[config.mk]
export PLATFORM = sky130hd
export DESIGN_NAME = stic_ctrl
export DESIGN_NICKNAME = d
export VERILOG_FILES = /design/src/sv/stic_pkg.sv /design/src/sv/stic_ctrl.sv
export SDC_FILE = /design/constraint.sdc
export NUM_CORES = 1
export LEC_CHECK = 0
export BUFFER_PORTS_ARGS = -buffer_cell sky130_fd_sc_hd__buf_2
export CAP_MARGIN = 20
export CORE_AREA = 2 2 39 41
export DETAILED_ROUTE_END_ITERATION = 7
export DIE_AREA = 0 0 41 43
export SYNTH_ARGS = -nofsm -noshare
export SYNTH_HDL_FRONTEND = slang
export SYNTH_SLANG_ARGS = --single-unit
[constraint.sdc]
create_clock -name clk -period 2.4 [get_ports clk]
set_input_delay 0.24 -clock clk [delete_from_list [all_inputs] [get_ports clk]]
set_output_delay 0.24 -clock clk [all_outputs]
set_load 0.02 [all_outputs]
[src/sv/stic_pkg.sv]
`timescale 1ns / 1ps
// ---------------------------------------------------------------------------
// stic_pkg: shared types and constants
// Table geometry, item codes and the controller, datapath and lane interface structs.
// ---------------------------------------------------------------------------
package stic_pkg;

  localparam int TABLE_DEPTH = 1024;
  localparam int ADDR_W      = $clog2(TABLE_DEPTH);
  localparam int CNT_W       = $clog2(TABLE_DEPTH + 1);
  localparam int VALUE_W     = 32;
  localparam int MATCH_W     = 20;

  typedef enum logic [1:0] {
    KIND_LOAD_A = 2'd0,
    KIND_LOAD_B = 2'd1,
    KIND_PROBE  = 2'd2,
    KIND_CLEAR  = 2'd3
  } kind_t;

  typedef enum logic [1:0] {
    ST_LOADED  = 2'd0,
    ST_DROPPED = 2'd1,
    ST_PROBED  = 2'd2,
    ST_CLEARED = 2'd3
  } status_t;

  // controller -> datapath
  typedef struct packed {
    logic capture;
    logic load_a;
    logic load_b;
    logic clear;
    logic start;
    logic run;
    logic emit;
  } dp_cmd_t;

  // datapath -> controller
  typedef struct packed {
    kind_t kind;
    logic  search_done;
  } dp_stat_t;

  // datapath -> one search lane
  typedef struct packed {
    logic clear;
    logic load;
    logic start;
    logic run;
  } lane_cmd_t;

  // search lane -> datapath
  typedef struct packed {
    logic full;
    logic done;
    logic found;
  } lane_stat_t;

endpackage

[src/sv/stic_ctrl.sv]
`timescale 1ns / 1ps
// ---------------------------------------------------------------------------
// stic_ctrl: controller
// Sequences one item at a time and owns both handshakes.
// ---------------------------------------------------------------------------
module stic_ctrl import stic_pkg::*; (
  input  logic     clk,
  input  logic     rst,
  input  logic     in_valid,
  output logic     in_stall,
  output logic     out_valid,
  input  logic     out_stall,
  output dp_cmd_t  cmd,
  input  dp_stat_t stat
);

  typedef enum logic [3:0] {
    S_IDLE   = 4'b0001,
    S_EXEC   = 4'b0010,
    S_SEARCH = 4'b0100,
    S_RESP   = 4'b1000
  } state_t;

  state_t state;
  state_t state_next;
  logic   out_free;

  assign out_free = !out_valid || !out_stall;
  assign in_stall = (state != S_IDLE);

  always_comb begin
    state_next = state;
    cmd        = '0;
    unique case (state)
      S_IDLE: begin
        if (in_valid) begin
          cmd.capture = 1'b1;
          state_next  = S_EXEC;
        end
      end
      S_EXEC: begin
        if (stat.kind == KIND_PROBE) begin
          cmd.start  = 1'b1;
          state_next = S_SEARCH;
        end else if (out_free) begin
          cmd.load_a = (stat.kind == KIND_LOAD_A);
          cmd.load_b = (stat.kind == KIND_LOAD_B);
          cmd.clear  = (stat.kind == KIND_CLEAR);
          cmd.emit   = 1'b1;
          state_next = S_IDLE;
        end
      end
      S_SEARCH: begin
        cmd.run = 1'b1;
        if (stat.search_done) begin
          state_next = S_RESP;
        end
      end
      S_RESP: begin
        if (out_free) begin
          cmd.emit   = 1'b1;
          state_next = S_IDLE;
        end
      end
      default: state_next = S_IDLE;
    endcase
  end

  always_ff @(posedge clk) begin
    if (rst) begin
      state     <= S_IDLE;
      out_valid <= 1'b0;
    end else begin
      state <= state_next;
      if (cmd.emit) begin
        out_valid <= 1'b1;
      end else if (!out_stall) begin
        out_valid <= 1'b0;
      end
    end
  end

endmodule

# Word-level counts from Yosys, hierarchy flattened
# Index checks and enable logic that the tools add are counted.
# word_totals
regBits,5
output_inout_bits,9
word_cells,35
# op_classes
n_eq_ne,11
mux,17
n_reduce_logical,5
# ops
cell,count
4-bit 2-to-1 mux,5
4-bit one-hot mux with 4 select lines,1
1-bit 2-to-1 mux,8
3-bit 2-to-1 mux,2
"2-bit equality test, second input constant",2
"4-bit by 1-bit equality test with 1-bit output, second input constant",1
"4-bit by 2-bit equality test with 1-bit output, second input constant",1
"4-bit by 3-bit equality test with 1-bit output, second input constant",1
"4-bit equality test, second input constant",1
"2-bit != test, second input constant",2
"4-bit by 1-bit != test with 1-bit output, second input constant",1
"2-bit by 1-bit equality test with 1-bit output, second input constant",1
1-bit zero test,2
2-bit zero test,1
"2-bit by 1-bit != test with 1-bit output, second input constant",1
1-bit one-hot mux with 2 select lines,1
2-bit AND reduction,1
1-bit logical OR,1

# Depth between registers and ports, before layout
# Gate-level depths: netlist of run 1.
# logic_depth
ltp_word,6
mapped_depth,5
depth_no_buf,4

# Worst setup path after synthesis of run 1
# OpenSTA, ideal clock, no wires.
# synth_path
path_kind,register to output
from,register state[1]
to,output cmd[5] in the netlist's numbering
t_arrival_ns,1.362
required_ns,2.160
path_slack_ns,0.798
stages_incl_launch_ff,4
path_buffers,0
cell_sequence,dfxtp_1 > nor2b_2 > nand2_1 > nor4_1
# synth_lines
element,line_no,source
start: declaration,stic_ctrl.sv:24,state_t state;
start signal: assignment,stic_ctrl.sv:74,state <= state_next;
end: declaration,stic_ctrl.sv:13,"output dp_cmd_t cmd,"

==> summary.md, run 1 <==
| Metric | Value |
|---|---|
| Status | `completed` |
| Synth Area in XOR/XNOR | `0` |
| Slowest CP cell | `dfxtp_1` |
| RSZ-0062 raised after global routing | `no` |
| Cell row count | `14` |
| Chip height | `43 um` |
| Sequential fraction of the synthesis area | `0.2899` |
| Synth Area in Simple Gates | `0.4819` |
| Maxcap violations | `0` |
| Max stage delay on crit path | `0.45 ns` |
| Max VDD drop | `0.2340 mV` |
| Post-Syn Area | `345.3 sq um` |
| Routed Antenna Nets | `0` |
| WP buf/inv | `1` |
| Compound-Gate Fraction of Synth Area | `0.1884` |
| Area Growth Syn to Fin | `32.25%` |
| Core area | `1384 sq um` |
| Post-CTS Resized | `0` |
| DRC Markers | `0` |
| Prevailing post-synth register cell | `dfxtp_1` |
| Count of warnings emitted by yosys | `0` |
| Measured slew at the worst slew-check pin | `0.3165 ns` |
| GRT overflow | `0` |
| Asr flop ratio synth | `0` |
| Routed len/inst | `10.32 um` |
| Vias | `367` |
| DR pass1 iterations | `2` |
| Min Tclk post-route | `1.709 ns` |
| Worst EP required | `2.16 ns` |
| Starting Density | `0.2495` |
| Port buffer count | `15` |
| Total global-route track usage | `0.1145` |
| Clk Latency, worst-skew pair | `0.24 ns` |
| Power density over cell area | `484.1 nW/um^2` |
| Vias in the first global route | `346` |
| Syn Inst Count | `43` |
| Number of synthesized flops with an enable pin | `0` |
| CP arrival | `1.47 ns` |
| Largest delay share family, worst path | `simple AND/OR/NAND/NOR gates` |
| Largest net degree at the start of global routing | `10` |
| Antenna cell count | `0` |
| DR iter-0 viols | `2` |
| Post-CTS setup buffers | `0` |
| Vias per Instance | `4.829` |
| Synthesized area per cell | `8.031 sq um` |
| Layout cell share with drive strength beyond 1 | `0.4167` |
| HPWL after DPL | `637.7 um` |
| Setup crit start kind | `flip-flop` |
| I/O pin cnt | `16` |
| CTS tree | `built` |
| Crit path capture type | `primary output` |
| # placed instances | `72` |
| Sw frac | `0.2527` |
| Die area | `1763 sq um` |
| Fin nets | `68` |
| H-tree depth | `1` |
| Setup CP Type | `flip-flop to primary output` |
| Synth Net Count | `50` |
| Reg power frac | `0.415` |
| Clock root buffer | `clkbuf_4` |
| Final Slew Violations | `0` |
| Endpoints failing setup | `0` |
| Final worst path period share | `0.7122` |
| Mux contribution to synthesized area | `0` |
| FMAX | `585.0 MHz` |
| Clock Power Share | `0.424` |
| Area share of fa/ha/maj cells after synthesis | `0` |
| CTS sink count | `5` |
| First-pass GRT wire length | `1.317 mm` |
| Cell internal pwr | `0.0001652 W` |
| # hold bufs at CTS | `0` |
| Layout Skew | `0.002386 ns` |
| Die width | `41 um` |
| Fin cells | `76` |
| Final hold violations | `0` |
| Largest family of logic cells by synthesized area | `simple AND/OR/NAND/NOR gates` |
| Yosys cell types | `25` |
| Worst Hold Class | `input pin to flip-flop` |
| Worst Path Max Fanout | `9` |
| Final core occ | `0.3300` |
| Worst-path cell chain | `nor2b_2 > nand2_1 > nor4_1 > buf_2` |
| Flops & latches, synth | `5` |
| CTS Buf Count | `3` |
| CTS Buffer Depth | `2` |
| Final GP Congestion | `0.6401` |
| Static leakage | `0.2060 nW` |
| Psw | `0.00005587 W` |
| Initial antenna violation count | `0` |
| Total Wirelength | `784 um` |
| Post-Route Setup TNS | `0 ns` |
| Rel. slew slack | `0.7860` |
| Clock slew at reported path FFs | `0.04 ns` |
| Comb power frac | `0.161` |
## cell type report
| class | instances | area (sq um) |
|---|---|---|
| Sequential cell | 5 | 100.1 |
| Tap cell | 16 | 20.02 |
| Fill cell | 161 | 927.1 |
| Multi-Input combinational cell | 35 | 231.5 |
| Timing Repair Buffer | 15 | 75.07 |
| Clock buffer | 4 | 26.28 |
| Inverter | 1 | 3.754 |
## metrics by stage
step | instance area, sq um | setup slack [ns] | hold slack [ns] | total power, W
after floorplan | 345.3 | 0.7979 | 0.3091 | 0.0001145
after global placement | 430.4 | 0.9942 | 0.4514 | 0.0001285
after detailed placement | 430.4 | 0.9530 | 0.4554 | 0.0001293
after CTS | 456.7 | 0.6907 | 0.2074 | 0.0002266
after global routing | 456.7 | 0.5830 | 0.2167 | 0.0002371
final | 456.7 | 0.6906 | 0.2110 | 0.0002211
## flip-flops by register name, indices dropped and copies added (netlist names)
signal and cells:
state 4, out_valid 1
## power by group through the flow
stage          combinational (W)  sequential (W)  clock (W)
2_1_floorplan          0.0000225       0.0000920          0
3_3_place_gp           0.0000355       0.0000930          0
3_5_place_dp           0.0000361       0.0000932          0
4_1_cts                0.0000362       0.0000916  0.0000988
5_1_grt                0.0000403       0.0000926   0.000104
6_report               0.0000356       0.0000917  0.0000938
## path summary, 6_finish.rpt
path,depth (start not counted),slack [ns],startpoint,end
setup / recovery,4,0.69,state[1],cmd[5]
hold / removal,2,0.21,rst,out_valid
setup reg to reg,4,1.22,state[1],state[0]
hold reg to reg,2,0.54,out_valid,out_valid
## cells in the mapped netlist, types with 2 or more instances
| library cell | number | area, sq um |
|---|---|---|
| dfxtp_1 | 5 | 100.1 |
| nand2_1 | 4 | 15.01 |
| buf_2 | 2 | 10.01 |
| a21oi_1 | 2 | 10.01 |
| and3_1 | 2 | 12.51 |
| nand3b_1 | 2 | 15.01 |
| nor4_1 | 3 | 18.77 |
| nor2_1 | 6 | 22.52 |
## metal layers
metal	global-route usage	routed length [um]	vias up
met3	0.04712	49	2
li1	-	-	191
met1	0.1029	323	164
met4	0.1000	8	0
met2	0.1813	402	10
met5	0	0	-
## cells by family after synthesis
group / count (synthesis)
flops: 5
simple gates: 27
compound gates: 8
buf+inv: 3
## layout by cell type, fill, tap and decap left out
cell       n
and2_2     1
a21oi_1    2
nor2b_2    1
inv_1      1
nand2b_2   1
nor2_1     6
nor2b_1    1
o31ai_2    1
a31oi_1    1
nand2b_1   1
nand3b_1   2
buf_2     15
clkbuf_4   3
nor4b_1    1
nor4b_2    1
clkbuf_1   1
o21a_1     1
o21ai_0    1
dfxtp_1    5
nor2_2     1
nor4_1     3
nand2_1    4
and3_1     2
and2_1     1
a211o_1    1
and3b_1    1
o221ai_2   1
No activity file was read; power rests on OpenSTA's default activity.
==> inputs of run 2 (changes only) <==
- clock period: 2.4 -> 1.63 ns (I/O delays scaled with it)
==> run 2 against run 1 <==
Against the previous run:
- clock power is 46% higher
- sequential power is 48% higher
- worst setup slack worse by 0.58 ns
- flip-flop and latch count stayed put
- register-to-register slack worse by 0.81 ns
- clock skew is 0.0020 ns lower
- clock-buffer cell count stayed put
- final area is 1.6% higher
- first-iteration DRC count is 50% lower
- die area stayed put
- largest power group unchanged
- highest routed layer unchanged
==> summary.md, run 2 (synthesized netlist as in run 1, its figures left out) <==
| Metric | Value |
|---|---|
| Worst R2R Setup Slack | `0.41 ns (was 1.22 ns)` |
| Clk Latency, worst-skew pair | `0.23 ns (was 0.24 ns)` |
| Post-Route Setup TNS | `0 ns (unchanged)` |
| Largest register FFs | `4 (unchanged)` |
| Antenna cell count | `0 (unchanged)` |
| CTS Buf Count | `3 (unchanged)` |
| Crit path capture type | `primary output (unchanged)` |
| Fin nets | `68 (unchanged)` |
| DR iter-0 viols | `1 (was 2)` |
| Vias | `371 (was 367)` |
| Starting Density | `0.2495 (unchanged)` |
| Reg power frac | `0.418 (was 0.415)` |
| Most common cell after layout, fill and taps aside | `buf_2 (unchanged)` |
| Clock slew at reported path FFs | `0.04 ns (about the same)` |
| Rel. slew slack | `0.7842 (was 0.7860)` |
| Largest net degree at the start of global routing | `10 (unchanged)` |
| Cell internal pwr | `0.0002444 W (was 0.0001652 W)` |
| Routed Antenna Nets | `0 (unchanged)` |
| Fin area | `464.2 sq um (was 456.7 sq um)` |
| Final GP Congestion | `0.6381 (was 0.6401)` |
| Slowest CP cell | `dfxtp_1 (unchanged)` |
| Worst Path Max Fanout | `9 (unchanged)` |
| # hold bufs at CTS | `0 (unchanged)` |
| Max VDD drop | `0.2869 mV (was 0.2340 mV)` |
| Final core occ | `0.3354 (was 0.3300)` |
| RSZ-0062 raised after global routing | `no (unchanged)` |
| Core area | `1384 sq um (unchanged)` |
| Port buffer count | `15 (unchanged)` |
| Initial antenna violation count | `0 (unchanged)` |
| Final hold violations | `0 (unchanged)` |
| Endpoints failing setup | `0 (unchanged)` |
| Clock root buffer | `clkbuf_4 (unchanged)` |
| CTS sink count | `5 (unchanged)` |
| Most frequent cells in the layout | `buf_2, nor2_1, nand2_1 (was buf_2, nor2_1, dfxtp_1)` |
| Final Slew Violations | `0 (unchanged)` |
| CP arrival | `1.36 ns (was 1.47 ns)` |
| Total Wirelength | `794 um (was 784 um)` |
| Layout Skew | `0.0003602 ns (was 0.002386 ns)` |
| DR pass1 iterations | `2 (unchanged)` |
| Vias in the first global route | `345 (was 346)` |
| Status | `completed (unchanged)` |
| Layout cell share with drive strength beyond 1 | `0.4500 (was 0.4167)` |
| Worst Hold Class | `input pin to flip-flop (unchanged)` |
| Largest reg by FF count | `state (unchanged)` |
| HPWL after DPL | `617.6 um (was 637.7 um)` |
| Sw frac | `0.2508 (was 0.2527)` |
| Min Tclk post-route | `1.519 ns` |
| Measured slew at the worst slew-check pin | `0.3192 ns (was 0.3165 ns)` |
| I/O pin cnt | `16 (unchanged)` |
| Final worst path period share | `0.9317` |
| Chip height | `43 um (unchanged)` |
| FMAX | `658.5 MHz` |
| Power density over cell area | `702.7 nW/um^2 (was 484.1 nW/um^2)` |
| Worst EP required | `1.47 ns (was 2.16 ns)` |
| Routed len/inst | `10.45 um (was 10.32 um)` |
| CTS Buffer Depth | `2 (unchanged)` |
| Psw | `0.00008179 W (was 0.00005587 W)` |
| Maxcap violations | `0 (unchanged)` |
| Vias per Instance | `4.882 (was 4.829)` |
| Clock Power Share | `0.419 (was 0.424)` |
| Total global-route track usage | `0.1055 (was 0.1145)` |
| Worst-path cell chain | `nor2_1 > and3_1 > and3_1 > buf_2 (was nor2b_2 > nand2_1 > nor4_1 > buf_2)` |
| CTS tree | `built (unchanged)` |
| DRC Markers | `0 (unchanged)` |
| First-pass GRT wire length | `1.262 mm (was 1.317 mm)` |
| Setup crit start kind | `flip-flop (unchanged)` |
| Setup CP Type | `flip-flop to primary output (unchanged)` |
| H-tree depth | `1 (unchanged)` |
| Post-Place Cell Area | `430.4 sq um (unchanged)` |
| Max stage delay on crit path | `0.48 ns (was 0.45 ns)` |
| Area Growth Syn to Fin | `34.42% (was 32.25%)` |
| Die width | `41 um (unchanged)` |
| Regs by FF count | `state x4, out_valid x1 (unchanged)` |
| # placed instances | `72 (unchanged)` |
| Die area | `1763 sq um (unchanged)` |
| Fin cells | `76 (unchanged)` |
| Cell row count | `14 (unchanged)` |
| GRT overflow | `0 (unchanged)` |
| Comb power frac | `0.162 (was 0.161)` |
| Static leakage | `0.2082 nW (was 0.2060 nW)` |
| Crit path top cell by count | `and3_1` |
==> run 2: changes by cell type in the layout (fill, tap and decap cells not counted) <==
cell     before  now
dfxtp_1       5    3
dfxtp_2       0    2
nor2b_2       1    0
nor2b_4       0    1
==> run 2: layout make-up <==
type | instances | area (sq um)
clock buffer | 4 | 26.28
fill | 160 | 919.6
multi-input combinational | 35 | 236.5
timing repair buffer | 15 | 75.07
sequential | 5 | 102.6
inverter | 1 | 3.754
tap | 16 | 20.02
==> run 2: timing repair <==
| item | CTS | global route |
|---|---|---|
| endpoints found under the setup margin | 0 | 5 |
| gates resized for setup | 0 | 3 |
| setup buffers | 0 | 0 |
==> run 2: per-layer routing <==
| metal | vias up | part of all wire | track usage |
|---|---|---|---|
| met3 | 2 | 0.063 | 0.01571 |
| met4 | 0 | 0.010 | 0.1000 |
| met1 | 171 | 0.40 | 0.1032 |
| met2 | 10 | 0.53 | 0.1719 |
| li1 | 188 | - | - |
| met5 | - | 0 | 0 |
==> run 2: path summary, 6_finish.rpt <==
kind | end | cells after the start | from
worst max-delay path | cmd[3] | 4 | state[2]
worst min register to register | state[3] | 1 | state[1]
worst min-delay path | state[1] | 2 | rst
worst max register to register | state[0] | 4 | state[0]
==> run 2: critical path, delay by kind of cell (launching register included) <==
family | cells | cell delay [ns]
flip-flops | 1 | 0.48
buffers and inverters | 1 | 0.15
AND/OR/NAND/NOR | 3 | 0.49
==> run 2: per-stage QoR <==
| step | power (W) | setup WS [ns] | hold slack, ns |
|---|---|---|---|
| after floorplan | 0.0001686 | 0.1049 | 0.2321 |
| after global placement | 0.0001892 | 0.3007 | 0.3745 |
| after detailed placement | 0.0001900 | 0.2721 | 0.3783 |
| after CTS | 0.0003342 | 0.008373 | 0.1301 |
| after global routing | 0.0003532 | 0.01091 | 0.1338 |
| final | 0.0003262 | 0.1113 | 0.1333 |
==> run 2: power by group through the flow <==
| stage | registers, W | clock network (W) | logic [W] |
|---|---|---|---|
| floorplan | 0.000136 | 0 | 0.0000331 |
| global placement | 0.000137 | 0 | 0.0000523 |
| detailed placement | 0.000137 | 0 | 0.0000528 |
| CTS | 0.000135 | 0.000146 | 0.0000530 |
| global route | 0.000138 | 0.000155 | 0.0000602 |
| finish | 0.000136 | 0.000137 | 0.0000529 |
==> inputs of run 3 (changes only) <==
- GPL_TIMING_DRIVEN: default -> 0
==> run 3 against run 2 <==
Against the previous run:
- first-iteration DRC count up 100%
- worst hold slack lost 0.0010 ns
- global-route usage decreased by 0.60 points
- sequential share of layout area decreased by 0.60 points
- final area grew 4.0%
- highest routed layer unchanged
==> summary.md, run 3 (synthesized netlist as in run 1, its figures left out) <==
| Metric | Value |
|---|---|
| Status | `completed (unchanged)` |
| Post-Place Cell Area | `440.4 sq um (was 430.4 sq um)` |
| Area of the multi-input gates | `244.0 sq um (was 236.5 sq um)` |
| Clk Latency, worst-skew pair | `0.23 ns (about the same)` |
| Crit path top cell by count | `buf_2 (was and3_1)` |
| Die width | `41 um (unchanged)` |
| Most frequent cells in the layout | `buf_2, nor2_1, nand2_1, dfxtp_1 (was buf_2, nor2_1, nand2_1)` |
| Clock root buffer | `clkbuf_4 (unchanged)` |
| Filler instances | `167 (was 160)` |
| Power density over cell area | `676.9 nW/um^2 (was 702.7 nW/um^2)` |
| Max stage delay on crit path | `0.29 ns (was 0.48 ns)` |
| Initial antenna violation count | `0 (unchanged)` |
| Vias | `361 (was 371)` |
| Routed len/inst | `9.654 um (was 10.45 um)` |
| WP depth | `5 (was 4)` |
| H-tree depth | `1 (unchanged)` |
| Largest delay share family, worst path | `buffers and inverters (was simple AND/OR/NAND/NOR gates)` |
| Max VDD drop | `0.2698 mV (was 0.2869 mV)` |
| WP buf/inv | `2 (was 1)` |
| Slowest CP cell | `dfxtp_1 (unchanged)` |
| Vias per Instance | `4.628 (was 4.882)` |
| Clock slew at reported path FFs | `0.04 ns (about the same)` |
| Area Growth Syn to Fin | `39.86% (was 34.42%)` |
| Storage cell area | `103.9 sq um (was 102.6 sq um)` |
| First-pass GRT wire length | `1.110 mm (was 1.262 mm)` |
| Starting Density | `0.2495 (unchanged)` |
| RSZ-0062 raised after global routing | `no (unchanged)` |
| CP arrival | `1.40 ns (was 1.36 ns)` |
| Port buffer count | `15 (unchanged)` |
| Fin area | `483.0 sq um (was 464.2 sq um)` |
| Core area | `1384 sq um (unchanged)` |
| Cell row count | `14 (unchanged)` |
| Measured slew at the worst slew-check pin | `0.3200 ns (was 0.3192 ns)` |
| Fin nets | `70 (was 68)` |
| I/O pin cnt | `16 (unchanged)` |
| Largest net degree at the start of global routing | `10 (unchanged)` |
| Worst Path Max Fanout | `9 (unchanged)` |
| Endpoints failing setup | `0 (unchanged)` |
| Total Wirelength | `753 um (was 794 um)` |
| # hold bufs at CTS | `0 (unchanged)` |
| Routed Antenna Nets | `0 (unchanged)` |
| Post-Route Setup TNS | `0 ns (unchanged)` |
| CTS sink count | `5 (unchanged)` |
| Power Total | `0.0003269 W (was 0.0003262 W)` |
| Post-CTS setup buffers | `0 (unchanged)` |
| Largest reg by FF count | `state (unchanged)` |
| DR pass1 iterations | `2 (unchanged)` |
| CTS Buffer Depth | `2 (unchanged)` |
| Worst Hold Class | `input pin to flip-flop (unchanged)` |
| Vias in the first global route | `284 (was 345)` |
| GRT overflow | `0 (unchanged)` |
| Worst EP required | `1.47 ns (about the same)` |
| DRC Markers | `0 (unchanged)` |
| Setup CP Type | `flip-flop to primary output (unchanged)` |
| Crit path capture type | `primary output (unchanged)` |
| Layout Skew | `0.001181 ns (was 0.0003602 ns)` |
| Reg2reg path depth | `4 (unchanged)` |
| Final worst path period share | `0.9612 (was 0.9317)` |
| Regs by FF count | `state x4, out_valid x1 (unchanged)` |
| Largest register FFs | `4 (unchanged)` |
| Final hold violations | `0 (unchanged)` |
| DR iter-0 viols | `2 (was 1)` |
| Rel. slew slack | `0.7836 (was 0.7842)` |
| CTS Buf Count | `3 (unchanged)` |
| Setup crit start kind | `flip-flop (unchanged)` |
| Layout cell share with drive strength beyond 1 | `0.4677 (was 0.4500)` |
| Worst R2R Setup Slack | `0.43 ns (was 0.41 ns)` |
| Chip height | `43 um (unchanged)` |
| Final Slew Violations | `0 (unchanged)` |
| Maxcap violations | `0 (unchanged)` |
| Most common cell after layout, fill and taps aside | `buf_2 (unchanged)` |
| Total global-route track usage | `0.09950 (was 0.1055)` |
| Post-place setup slack | `0.2607 ns (was 0.2721 ns)` |
| Min Tclk post-route | `1.567 ns (was 1.519 ns)` |
| Worst setup margin | `0.06322 ns (was 0.1113 ns)` |
| FMAX | `638.3 MHz (was 658.5 MHz)` |
| Antenna cell count | `0 (unchanged)` |
| Hold depth | `2 (unchanged)` |
| Worst-path cell chain | `buf_2 > nand3b_1 > a211o_1 > nor2_1 > buf_2 (was nor2_1 > and3_1 > and3_1 > buf_2)` |
| Final GP Congestion | `0.6519 (was 0.6381)` |
| Die area | `1763 sq um (unchanged)` |
| Static leakage | `0.2224 nW (was 0.2082 nW)` |
| CTS tree | `built (unchanged)` |
-- run 3: where the power goes --
group	switching, W	internal [W]
Combinational	0.0000283	0.0000250
Clock	0.0000457	0.0000922
Sequential	0.00000906	0.000127
Total	0.0000830	0.000244
-- run 3: area by class of cell --
class / count / share of cell area
flip-flops and latches: 5 / 0.2150
repair buffers: 15 / 0.1554
well taps: 16 / 0.04145
clock buffers: 4 / 0.05440
multi-input cells: 35 / 0.5052
plain buffers: 2 / 0.02073
inverters: 1 / 0.007772
-- run 3: repair_timing --
action	CTS	global route
pin swaps	0	0
resized for setup	1	4
endpoints found under the setup margin	1	3
-- run 3: per-layer routing --
metal / GRT usage / wire, um / part of all wire
met1: 0.1097 / 324 / 0.43
met2: 0.1375 / 371 / 0.49
met3: 0.03141 / 48 / 0.064
met4: 0.1000 / 8 / 0.011
met5: 0 / 0 / 0
-- run 3: path summary, 6_finish.rpt --
kind | start | to
max | state[3] | cmd[0]
min | rst | out_valid
max reg2reg | state[0] | state[0]
min reg2reg | state[1] | state[3]
-- run 3: per-stage QoR --
| step | utilization | std cells | hold WS (ns) |
|---|---|---|---|
| after floorplan | - | 43 | 0.2321 |
| after global placement | 0.3183 | 74 | 0.3758 |
| after detailed placement | 0.3183 | 74 | 0.3807 |
| after CTS | 0.3382 | 78 | 0.1264 |
| after global routing | 0.3490 | 78 | 0.1354 |
| final | 0.3490 | 78 | 0.1322 |
-- run 3: worst register-to-register path: stages (launching register included) --
cell      delay (ns)
dfxtp_1         0.50
and3b_1         0.26
o31ai_2         0.07
nor2_1          0.13
o221ai_2        0.11
